[src/rtl/core/i2cmbe_pkg.sv]
// Shared types and constants for the I2C master bit engine.
// No dependencies; imported by every module of the block.
`timescale 1ns / 1ps

package i2cmbe_pkg;

   localparam int unsigned BITS_PER_BYTE = 8;
   localparam int unsigned WAIT_W        = 8;
   localparam int unsigned BITCNT_W      = 4;

   localparam logic [BITCNT_W-1:0] BIT_COUNT_LAST = BITCNT_W'(BITS_PER_BYTE);

   // Command codes; six and seven are not commands.
   localparam logic [2:0] CMD_START     = 3'd0;
   localparam logic [2:0] CMD_STOP      = 3'd1;
   localparam logic [2:0] CMD_WRITE     = 3'd2;
   localparam logic [2:0] CMD_READ      = 3'd3;
   localparam logic [2:0] CMD_SEND_ACK  = 3'd4;
   localparam logic [2:0] CMD_RECV_ACK  = 3'd5;

   // Configuration register indexes.
   localparam logic CSR_LONG_WAIT  = 1'b0;
   localparam logic CSR_SHORT_WAIT = 1'b1;

   typedef enum logic [3:0] {
      PH_IDLE    = 4'd0,
      PH_ST_A    = 4'd1,
      PH_ST_B    = 4'd2,
      PH_SP_A    = 4'd3,
      PH_SP_B    = 4'd4,
      PH_SA_LOW  = 4'd5,
      PH_SA_DATA = 4'd6,
      PH_SA_HIGH = 4'd7,
      PH_RA_LOW  = 4'd8,
      PH_RA_HIGH = 4'd9,
      PH_WB_LOW  = 4'd10,
      PH_WB_DATA = 4'd11,
      PH_WB_HIGH = 4'd12,
      PH_RB_LOW  = 4'd13,
      PH_RB_HIGH = 4'd14
   } phase_type;

   typedef struct packed {
      logic [WAIT_W-1:0] long_wait;
      logic [WAIT_W-1:0] short_wait;
   } cfg_type;

   typedef struct packed {
      logic       ack_seen;
      logic [7:0] read_data;
      logic       done_res;
      logic       busy_res;
      logic       sda_release;
      logic       scl_level;
   } result_type;

   // A wait of zero ticks is stretched to one.
   function automatic logic [WAIT_W-1:0] load_wait(input logic [WAIT_W-1:0] w);
      return (w == '0) ? WAIT_W'(1) : w;
   endfunction

endpackage

[src/rtl/core/i2cmbe_seq.sv]
// Line sequencer: phase register, wait and bit counters, shift and result state.
// Depends on i2cmbe_pkg.
`timescale 1ns / 1ps

module i2cmbe_seq
   import i2cmbe_pkg::*;
(
   input  logic       clock,
   input  logic       reset,
   input  logic       step,
   input  logic       cmd_valid,
   input  logic [2:0] command,
   input  logic [7:0] write_byte,
   input  logic       ack_value,
   input  logic       sda_line,
   input  cfg_type    cfg,
   output result_type result
);

   phase_type             phase_ff, phase_in;
   logic [WAIT_W-1:0]     wait_ff, wait_in, wait_dec;
   logic [BITCNT_W-1:0]   bitcnt_ff, bitcnt_in;
   logic [7:0]            shift_ff, shift_in;
   logic [7:0]            read_ff, read_in;
   logic                  ack_ff, ack_in;
   logic                  scl_ff, scl_in;
   logic                  sda_ff, sda_in;
   logic                  done;
   logic                  cmd_ok;

   assign cmd_ok   = cmd_valid && (command <= CMD_RECV_ACK);
   assign wait_dec = (wait_ff != '0) ? wait_ff - WAIT_W'(1) : wait_ff;

   always_comb begin
      phase_in  = phase_ff;
      wait_in   = wait_ff;
      bitcnt_in = bitcnt_ff;
      shift_in  = shift_ff;
      read_in   = read_ff;
      ack_in    = ack_ff;
      scl_in    = scl_ff;
      sda_in    = sda_ff;
      done      = 1'b0;
      unique case (phase_ff)
         PH_IDLE: begin
            if (cmd_ok) begin
               wait_in = load_wait(cfg.long_wait);
               unique case (command)
                  CMD_START: begin
                     scl_in   = 1'b1;
                     sda_in   = 1'b1;
                     phase_in = PH_ST_A;
                  end
                  CMD_STOP: begin
                     scl_in   = 1'b1;
                     sda_in   = 1'b0;
                     phase_in = PH_SP_A;
                  end
                  CMD_WRITE: begin
                     shift_in  = write_byte;
                     bitcnt_in = '0;
                     scl_in    = 1'b0;
                     phase_in  = PH_WB_LOW;
                  end
                  CMD_READ: begin
                     shift_in  = '0;
                     bitcnt_in = '0;
                     scl_in    = 1'b0;
                     sda_in    = 1'b1;
                     phase_in  = PH_RB_LOW;
                  end
                  CMD_SEND_ACK: begin
                     shift_in = {7'd0, ack_value};
                     scl_in   = 1'b0;
                     phase_in = PH_SA_LOW;
                  end
                  default: begin
                     scl_in   = 1'b0;
                     sda_in   = 1'b1;
                     phase_in = PH_RA_LOW;
                  end
               endcase
            end
         end
         PH_RA_HIGH: begin
            ack_in   = sda_line;
            scl_in   = 1'b0;
            phase_in = PH_IDLE;
            done     = 1'b1;
         end
         PH_RB_HIGH: begin
            shift_in  = {shift_ff[6:0], sda_line};
            bitcnt_in = bitcnt_ff + BITCNT_W'(1);
            scl_in    = 1'b0;
            if (bitcnt_in >= BIT_COUNT_LAST) begin
               read_in  = shift_in;
               phase_in = PH_IDLE;
               done     = 1'b1;
            end else begin
               phase_in = PH_RB_LOW;
               wait_in  = load_wait(cfg.long_wait);
            end
         end
         default: begin
            // Timed phases: count the wait down, then take the next edge.
            wait_in = wait_dec;
            if (wait_dec == '0) begin
               unique case (phase_ff)
                  PH_ST_A: begin
                     sda_in   = 1'b0;
                     phase_in = PH_ST_B;
                     wait_in  = load_wait(cfg.long_wait);
                  end
                  PH_ST_B: begin
                     scl_in   = 1'b0;
                     phase_in = PH_IDLE;
                     done     = 1'b1;
                  end
                  PH_SP_A: begin
                     sda_in   = 1'b1;
                     phase_in = PH_SP_B;
                     wait_in  = load_wait(cfg.long_wait);
                  end
                  PH_SP_B: begin
                     phase_in = PH_IDLE;
                     done     = 1'b1;
                  end
                  PH_SA_LOW: begin
                     sda_in   = shift_ff[0];
                     phase_in = PH_SA_DATA;
                     wait_in  = load_wait(cfg.short_wait);
                  end
                  PH_SA_DATA: begin
                     scl_in   = 1'b1;
                     phase_in = PH_SA_HIGH;
                     wait_in  = load_wait(cfg.long_wait);
                  end
                  PH_SA_HIGH: begin
                     scl_in   = 1'b0;
                     phase_in = PH_IDLE;
                     done     = 1'b1;
                  end
                  PH_RA_LOW: begin
                     scl_in   = 1'b1;
                     phase_in = PH_RA_HIGH;
                  end
                  PH_WB_LOW: begin
                     sda_in   = shift_ff[7];
                     phase_in = PH_WB_DATA;
                     wait_in  = load_wait(cfg.short_wait);
                  end
                  PH_WB_DATA: begin
                     scl_in   = 1'b1;
                     phase_in = PH_WB_HIGH;
                     wait_in  = load_wait(cfg.long_wait);
                  end
                  PH_WB_HIGH: begin
                     shift_in  = {shift_ff[6:0], 1'b0};
                     bitcnt_in = bitcnt_ff + BITCNT_W'(1);
                     scl_in    = 1'b0;
                     if (bitcnt_in >= BIT_COUNT_LAST) begin
                        phase_in = PH_IDLE;
                        done     = 1'b1;
                     end else begin
                        phase_in = PH_WB_LOW;
                        wait_in  = load_wait(cfg.long_wait);
                     end
                  end
                  PH_RB_LOW: begin
                     scl_in   = 1'b1;
                     phase_in = PH_RB_HIGH;
                  end
                  default: begin
                     phase_in = PH_IDLE;
                  end
               endcase
            end
         end
      endcase
   end

   always_ff @(posedge clock) begin
      if (reset) begin
         phase_ff  <= PH_IDLE;
         wait_ff   <= '0;
         bitcnt_ff <= '0;
         shift_ff  <= '0;
         read_ff   <= '0;
         ack_ff    <= 1'b0;
         scl_ff    <= 1'b1;
         sda_ff    <= 1'b1;
      end else if (step) begin
         phase_ff  <= phase_in;
         wait_ff   <= wait_in;
         bitcnt_ff <= bitcnt_in;
         shift_ff  <= shift_in;
         read_ff   <= read_in;
         ack_ff    <= ack_in;
         scl_ff    <= scl_in;
         sda_ff    <= sda_in;
      end
   end

   assign result.scl_level   = scl_in;
   assign result.sda_release = sda_in;
   assign result.busy_res    = (phase_in != PH_IDLE);
   assign result.done_res    = done;
   assign result.read_data   = read_in;
   assign result.ack_seen    = ack_in;

`ifndef NO_ASSERTIONS
   a_idle_holds: assert property (@(posedge clock) disable iff (reset)
      (step && phase_ff == PH_IDLE && !cmd_ok) |=> (phase_ff == PH_IDLE))
      else $error("sequencer left idle without a command");

   a_bitcnt_range: assert property (@(posedge clock) disable iff (reset)
      (bitcnt_ff <= BIT_COUNT_LAST))
      else $error("bit counter ran past one byte");

   a_ra_high_entry: assert property (@(posedge clock) disable iff (reset)
      (!$past(reset) && phase_ff == PH_RA_HIGH && $past(phase_ff) != PH_RA_HIGH)
      |-> ($past(phase_ff) == PH_RA_LOW && scl_ff))
      else $error("ack sample phase entered out of order");
`endif

endmodule

[src/rtl/core/i2cmbe_skid.sv]
// Two-entry output buffer: result register plus skid register.
// Depends on i2cmbe_pkg for the result type.
`timescale 1ns / 1ps

module i2cmbe_skid
   import i2cmbe_pkg::*;
(
   input  logic       clock,
   input  logic       reset,
   input  logic       in_valid,
   output logic       in_ready,
   input  result_type in_data,
   output logic       out_valid,
   input  logic       out_ready,
   output result_type out_data
);

   logic       out_valid_ff, out_valid_in;
   logic       skid_valid_ff, skid_valid_in;
   result_type out_data_ff, out_data_in;
   result_type skid_data_ff, skid_data_in;

   assign in_ready = !skid_valid_ff;

   always_comb begin
      out_valid_in  = out_valid_ff;
      out_data_in   = out_data_ff;
      skid_valid_in = skid_valid_ff;
      skid_data_in  = skid_data_ff;
      if (!out_valid_ff || out_ready) begin
         if (skid_valid_ff) begin
            out_valid_in  = 1'b1;
            out_data_in   = skid_data_ff;
            skid_valid_in = 1'b0;
         end else begin
            out_valid_in = in_valid;
            out_data_in  = in_data;
         end
      end else if (in_valid && in_ready) begin
         skid_valid_in = 1'b1;
         skid_data_in  = in_data;
      end
   end

   always_ff @(posedge clock) begin
      if (reset) begin
         out_valid_ff  <= 1'b0;
         skid_valid_ff <= 1'b0;
      end else begin
         out_valid_ff  <= out_valid_in;
         skid_valid_ff <= skid_valid_in;
      end
   end

   always_ff @(posedge clock) begin
      out_data_ff  <= out_data_in;
      skid_data_ff <= skid_data_in;
   end

   assign out_valid = out_valid_ff;
   assign out_data  = out_data_ff;

`ifndef NO_ASSERTIONS
   a_skid_behind_out: assert property (@(posedge clock) disable iff (reset)
      skid_valid_ff |-> out_valid_ff)
      else $error("skid register holds a result ahead of the output register");
`endif

endmodule

[src/rtl/core/i2c_master_bit_engine_core.sv]
// Top level of the tick-driven I2C master bit engine.
// Depends on i2cmbe_pkg, i2cmbe_seq and i2cmbe_skid.
`timescale 1ns / 1ps

// Usage:
// Each transfer on the req_ channel is one timer tick. A tick may carry a
// command (start, stop, write byte, read byte, send ack, receive ack) which
// is taken only while the engine is idle; otherwise the tick just advances
// the sequence and carries the sampled SDA level. Every accepted tick yields
// exactly one transfer on the rsp_ channel with the SCL level, the SDA
// release flag, busy, a done pulse, the last read byte and the last slave ack.
// An accepted tick's result is registered in the result register, or in the
// skid register while one waits. One tick is accepted every clock cycle while
// req_tready is high; the sequencer's next-state logic does the whole update.
// A result register and a skid register sit on the rsp_ side, so req_tready
// stays high while one result waits; it drops only when both are full, which
// happens when a result waits unaccepted while another tick arrives, and
// rises again as soon as a result is taken.
// Reset (synchronous, active high) returns the engine to idle with SCL and
// SDA released high, empties the output buffer and restores the wait
// registers to five long and one short tick. Write the csr_ registers only
// while the engine is idle.

module i2c_master_bit_engine_core
   import i2cmbe_pkg::*;
(
   input  logic        clock,
   input  logic        reset,
   // Tick and command input.
   input  logic        req_tvalid,
   output logic        req_tready,
   input  logic [15:0] req_tdata,  // write_byte[7:0], ack_value[8], sda_line[9], zero[15:10]
   input  logic [3:0]  req_tuser,  // cmd_valid[0], command[3:1]
   // Per-tick line and status result.
   output logic        rsp_tvalid,
   input  logic        rsp_tready,
   output logic [15:0] rsp_tdata,  // scl_level[0], sda_release[1], busy_res[2], done_res[3],
                                   // read_data[11:4], ack_seen[12], zero[15:13]
   // Configuration writes: index 0 long wait, index 1 short wait.
   input  logic        csr_we,
   input  logic        csr_addr,
   input  logic [7:0]  csr_wdata
);

   cfg_type    cfg_ff;
   result_type seq_result;
   result_type rsp_result;
   logic       step;

   // Wait lengths in ticks, written through the plain register port.
   always_ff @(posedge clock) begin
      if (reset) begin
         cfg_ff.long_wait  <= WAIT_W'(5);
         cfg_ff.short_wait <= WAIT_W'(1);
      end else if (csr_we) begin
         unique case (csr_addr)
            CSR_LONG_WAIT:  cfg_ff.long_wait  <= csr_wdata;
            CSR_SHORT_WAIT: cfg_ff.short_wait <= csr_wdata;
            default:        cfg_ff            <= cfg_ff;
         endcase
      end
   end

   // The state advances only on a completed input transfer.
   assign step = req_tvalid && req_tready;

   i2cmbe_seq u_seq (
      .clock      (clock),
      .reset      (reset),
      .step       (step),
      .cmd_valid  (req_tuser[0]),
      .command    (req_tuser[3:1]),
      .write_byte (req_tdata[7:0]),
      .ack_value  (req_tdata[8]),
      .sda_line   (req_tdata[9]),
      .cfg        (cfg_ff),
      .result     (seq_result)
   );

   i2cmbe_skid u_skid (
      .clock     (clock),
      .reset     (reset),
      .in_valid  (req_tvalid),
      .in_ready  (req_tready),
      .in_data   (seq_result),
      .out_valid (rsp_tvalid),
      .out_ready (rsp_tready),
      .out_data  (rsp_result)
   );

   assign rsp_tdata = {3'd0,
                       rsp_result.ack_seen,
                       rsp_result.read_data,
                       rsp_result.done_res,
                       rsp_result.busy_res,
                       rsp_result.sda_release,
                       rsp_result.scl_level};

endmodule
[config.mk]
export PLATFORM = sky130hd
export DESIGN_NAME = i2c_master_bit_engine_core
export DESIGN_NICKNAME = d
export VERILOG_FILES = /design/src/rtl/core/i2cmbe_pkg.sv /design/src/rtl/core/i2cmbe_seq.sv /design/src/rtl/core/i2cmbe_skid.sv /design/src/rtl/core/i2c_master_bit_engine_core.sv
export SDC_FILE = /design/constraint.sdc
export NUM_CORES = 1
export LEC_CHECK = 0
export ABC_AREA = 1
export BUFFER_PORTS_ARGS = -buffer_cell sky130_fd_sc_hd__buf_2
export CAP_MARGIN = 20
export CELL_PAD_IN_SITES_DETAIL_PLACEMENT = 0
export CELL_PAD_IN_SITES_GLOBAL_PLACEMENT = 2
export CORE_UTILIZATION = 35
export CTS_BUF_LIST = sky130_fd_sc_hd__clkbuf_2
export CTS_CLUSTER_SIZE = 8
export DETAILED_ROUTE_END_ITERATION = 16
export PLACE_DENSITY = 0.95
export SYNTH_ARGS = -nofsm -noshare
export SYNTH_HDL_FRONTEND = slang
export SYNTH_HIERARCHICAL = 1
export SYNTH_SLANG_ARGS = --single-unit
export TNS_END_PERCENT = 10
[constraint.sdc]
create_clock -name clock -period 3.1 [get_ports clock]
set_input_delay 0.155 -clock clock [delete_from_list [all_inputs] [get_ports clock]]
set_output_delay 0.155 -clock clock [all_outputs]
set_load 0.05 [all_outputs]
# Word level (Yosys, flattened, before mapping)

Index checks and enable logic that the tools add are counted.

Register bits: 79
Bits of input ports: 34
Output and inout port bits: 18
Word-level logic and storage cells: 128

Add/sub/neg operators: 2
Magnitude comparators: 2
Equality and inequality tests: 22
Muxes and demuxes: 45
Bitwise operators: 3
Reductions and logical operators: 30

Operators with widths:

| operator              | number |
|---|---|
| $mux W8               | 12 |
| $pmux W8 S3           | 4 |
| $pmux W4 S9           | 1 |
| $mux W4               | 8 |
| $eq A4 B4 Y1 const B  | 7 |
| $logic_not A8 Y1      | 3 |
| $pmux W4 S3           | 2 |
| $pmux W4 S5           | 1 |
| $eq A4 B3 Y1 const B  | 4 |
| $mux W13              | 1 |
| $reduce_and A6 Y1     | 2 |
| $reduce_or A2 Y1      | 6 |
| $pmux W1 S2           | 5 |
| $mux W1               | 9 |
| $eq A4 B2 Y1 const B  | 2 |
| $reduce_bool A8 Y1    | 1 |
| $reduce_or A4 Y1      | 2 |
| $sub A8 B1 Y8 const B | 1 |
| $eq A3 B2 Y1 const B  | 2 |
| $reduce_and A2 Y1     | 3 |
| $reduce_bool A3 Y1    | 2 |
| $reduce_or A3 Y1      | 2 |
| $add A4 B1 Y4 const B | 1 |
| $eq A4 B1 Y1 const B  | 1 |
| 17 further kinds      | 22 |

# Longest topological paths before layout

Depth after elaboration: 8
Mapped depth: 18
Mapped depth without buffers: 18

# Cells and area by module

The synthesis kept the hierarchy.

By module, submodules not included:

| module                     | instances | cells an instance | area each (sq um) | sequential area each (sq um) |
|---|---|---|---|---|
| i2cmbe_seq                 | 1         | 482               | 2824.0            | 700.7 |
| i2cmbe_skid                | 1         | 80                | 1029.7            | 820.8 |
| i2c_master_bit_engine_core | 1         | 91                | 651.9             | 320.3 |

# Worst setup path after synthesis

No wires, ideal clock.

Path type: register to register
Start: register u_seq.wait_ff[0]
End: register u_skid.out_data_ff, in the netlist u_skid/out_data[2] (data pin)
Library setup time: 252 ps
Arrival time: 1878 ps
Required time: 2848 ps
Setup slack: 970 ps
Cell stages (with the launch flop): 18
Path buffers: 0
Period minus slack after synthesis: 2130 ps
Cells stage by stage: dfxtp_1 > inv_1 > ha_1 > nand2_1 > nor2_1 > nand3_1 > nand2_1 > nand3_1 > nor2_2 > nand2_2 > inv_2 > nand2_1 > nand3_1 > nand2_1 > nor2_1 > nand2_1 > nand2_1 > nand2_1

RTL lines:

| element                | RTL line          | source |
|---|---|---|
| start, declared        | i2cmbe_seq.sv:21  | `logic [WAIT_W-1:0] wait_ff, wait_in, wait_dec;` |
| start signal, assigned | i2cmbe_seq.sv:194 | `wait_ff <= wait_in;` |
| end signal, assigned   | i2cmbe_skid.sv:56 | `out_data_ff <= out_data_in;` |
| end, declared          | i2cmbe_skid.sv:20 | `result_type out_data_ff, out_data_in;` |

==> results.json <==
{
  "status": "finished clean",
  "pin_count": 52,
  "rows": 41,
  "period_minus_slack_ps": 2480,
  "min_path_cells": 5,
  "critPathKind": "reg2reg",
  "drive_gt1_frac": 0.1295,
  "r2r_start": "u_seq/wait_ff[0]",
  "drtIter0Drc": 270,
  "first_global_vias": 3763,
  "power.leakage_nw": 2.456,
  "clk_pin_slew_ps": 240,
  "period_share": 0.8000,
  "ys_top_cells_by_area": "dfxtp_1 (24%), edfxtp_1 (17%), nand2_1 (14%)",
  "dieArea_um2": 13330,
  "ys.flop_type": "dfxtp_1",
  "setup_ws_ps": 620.1,
  "drc_errors": 0,
  "vdd_drop_max_mv": 0.2032,
  "clockRootBuffer": "clkbuf_2",
  "grt-ovfl-total": 0,
  "met2_length_um": 5139,
  "seq_area_frac_synth": 0.4088,
  "core_area_um2": 12570,
  "arrival_ps": 2830,
  "synthTopCellsByCount": "nand2_1 (172), inv_1 (92), nor2_1 (76)",
  "cp-start-kind": "register",
  "area_delta_synth_final_pct": 14.50,
  "cts_sinks": 79,
  "yosys_warnings": 6,
  "rsz0062_at_grt": "no",
  "drv_slew": 0,
  "hp-start": "req_tdata[0]",
  "tns_ps": 0,
  "async_flop_share": 0,
  "yosysMostFrequentCell": "nand2_1",
  "crit_fanout": 9,
  "relSlewSlack": 0.5366,
  "route.top_layer_used": "met4",
  "initial_core_util": 0.3585,
  "synth_top_area_frac": 0.2355,
  "h-tree-depth": 3,
  "die_x_um": 115.5,
  "hold_path.class": "in2reg",
  "syn_inst": 653,
  "dr_wl_met3_um": 377,
  "drt.antenna.violating_nets": 0,
  "ys_ff_latch": 79,
  "place.gp.congestion": 0.9068,
  "synth_area_um2": 4506,
  "numCtsBuffers": 9,
  "synth_edf_count": 26,
  "skew_ps": 23.98,
  "synth_area_leader_cell": "dfxtp_1",
  "die_h_um": 115.5,
  "grt_start_max_net_pins": 25,
  "cts_buffer_depth": 2,
  "finalSetupViolCount": 0,
  "cp.required_ps": 3450,
  "n_antenna_cell": 0,
  "grt_pass1_wl_um": 17780,
  "insertion_delay_ps": 540,
  "portBuffers": 42,
  "power_density_nw_per_um2": 491.6,
  "dp_hpwl_um": 7755,
  "r2r-end": "u_skid/out_data[2]",
  "synth_cell_types": 41,
  "nNetsFinal": 749,
  "syn_area_per_cell_um2": 6.900,
  "wire_per_inst_um": 11.98,
  "drtPass1Iterations": 4,
  "timing.max_cap.violations": 0,
  "antenna_found_initial": 0,
  "whs_endpoint": "u_seq/shift_ff[0]",
  "wirelength_um": 10660,
  "via_per_inst": 4.715,
  "post-place-ws_ps": 635.4,
  "cts_tree": "built",
  "ff2ff_setup_slack_ps": 620,
  "via_count": 4196,
  "critPathCaptureType": "register",
  "ff2ff_path_depth": 17,
  "grt.total_usage": 0.1696,
  "worst_slew_pin_slew_ps": 694.4,
  "hold_violations": 0,
  "max_freq_ghz": 0.4032,
  "wl_met1_um": 5024
}
## metal layers
metal / vias to the layer above / GRT usage
li1: 2206 / -
met1: 1897 / 0.2139
met2: 84 / 0.2934
met3: 9 / 0.03347
met4: 0 / 0.04848
met5: - / 0
## cells in the final DEF (no fill, tap or decap), drive strengths merged, types with 7 or more instances in the layout
cell type and instances:
nand2 179, inv 102, nor2 87, o21ai 55
dfxtp 53, nand3 48, buf 46, a21oi 36
edfxtp 26, dlygate4sd3 23, clkbuf 9, nor3 7
o22ai 7
## per-stage QoR
stage,cell area [um2],total power [mW],instances,utilization,hold WS (ps)
floorplan,4513,1.869,655,-,268.2
global placement,4828,2.024,851,0.3842,392.2
detailed placement,4828,2.028,851,0.3842,401.5
CTS,5159,2.569,890,0.4105,49.21
global route,5159,2.717,890,0.4105,104.8
finish,5159,2.536,890,0.4105,99.91
## worst max-delay path: stages, from the launching register on
cell	delay, ps
dfxtp_1	370
inv_1	140
ha_1	260
nand2_1	80
nor2_1	170
nand3_1	120
nand2_1	70
nand3_1	80
nor2_2	180
nand2_2	180
inv_2	150
nand2_1	60
nand3_1	60
nand2_1	70
nor2_1	110
nand2_1	80
nand2_1	70
nand2_1	50
## timing repair
| action | 4_1_cts | 5_1_grt |
|---|---|---|
| buffers inserted | 0 | 0 |
| endpoints found under the hold margin | 29 | 0 |
| gates resized for setup | 0 | 0 |
| hold buffers | 23 | 0 |
## cells by family (layout without fill, tap and decap cells)
logic type / Yosys count / in the layout / share of synthesized area
compound gates: 117 / 117 / 0.1466
flops: 79 / 79 / 0.4088
simple gates: 329 / 329 / 0.3188
xor+xnor: 2 / 2 / 0.003889
buf+inv: 123 / 186 / 0.1155
other cells: 1 / 3 / 0.0008323
fa+ha+maj: 2 / 2 / 0.005553
## flip-flops by register name (all words and copies together), names as in the netlist
signal / flops
u_skid/out_data: 13
u_seq/wait_ff: 8
u_seq/sda_ff: 1
u_seq/shift_ff: 8
u_seq/read_ff: 8
u_seq/ack_ff: 1
u_seq/phase_ff: 4
u_skid/skid_data_ff: 13
u_seq/scl_ff: 1
u_seq/bitcnt_ff: 4
cfg_ff: 16
u_skid/out_valid: 1
u_skid/skid_valid_ff: 1
## final cells by class
| cell class | instances | area, um2 |
|---|---|---|
| clock inverter | 7 | 55.05 |
| clock buffer | 9 | 45.04 |
| fill | 1317 | 7410 |
| tap | 172 | 215.2 |
| sequential | 79 | 1842 |
| inverter | 101 | 380.4 |
| multi-input combinational | 453 | 2151 |
| timing repair buffer | 69 | 470.5 |
## power breakdown
part           internal, mW  switching (mW)
registers              1.17          0.0578
logic                 0.255           0.543
clock network         0.113           0.397
total                  1.54           0.997
## worst max path at each step
stage / start / to / slack [ps] / depth (start not counted)
final: u_seq/wait_ff[0] / u_skid/out_data[2] / 620 / 17
after global routing: u_seq/wait_ff[0] / u_skid/out_data[2] / 330 / 17
after CTS: u_seq/wait_ff[0] / u_skid/out_data[2] / 640 / 17
after detailed placement: u_seq/wait_ff[0] / u_skid/out_data[2] / 640 / 17
after global placement: u_seq/wait_ff[0] / u_skid/out_data[2] / 670 / 17
after floorplan: u_seq/wait_ff[0] / u_skid/out_data[2] / 970 / 17
Note: power is estimated with default switching activity, not from simulation.
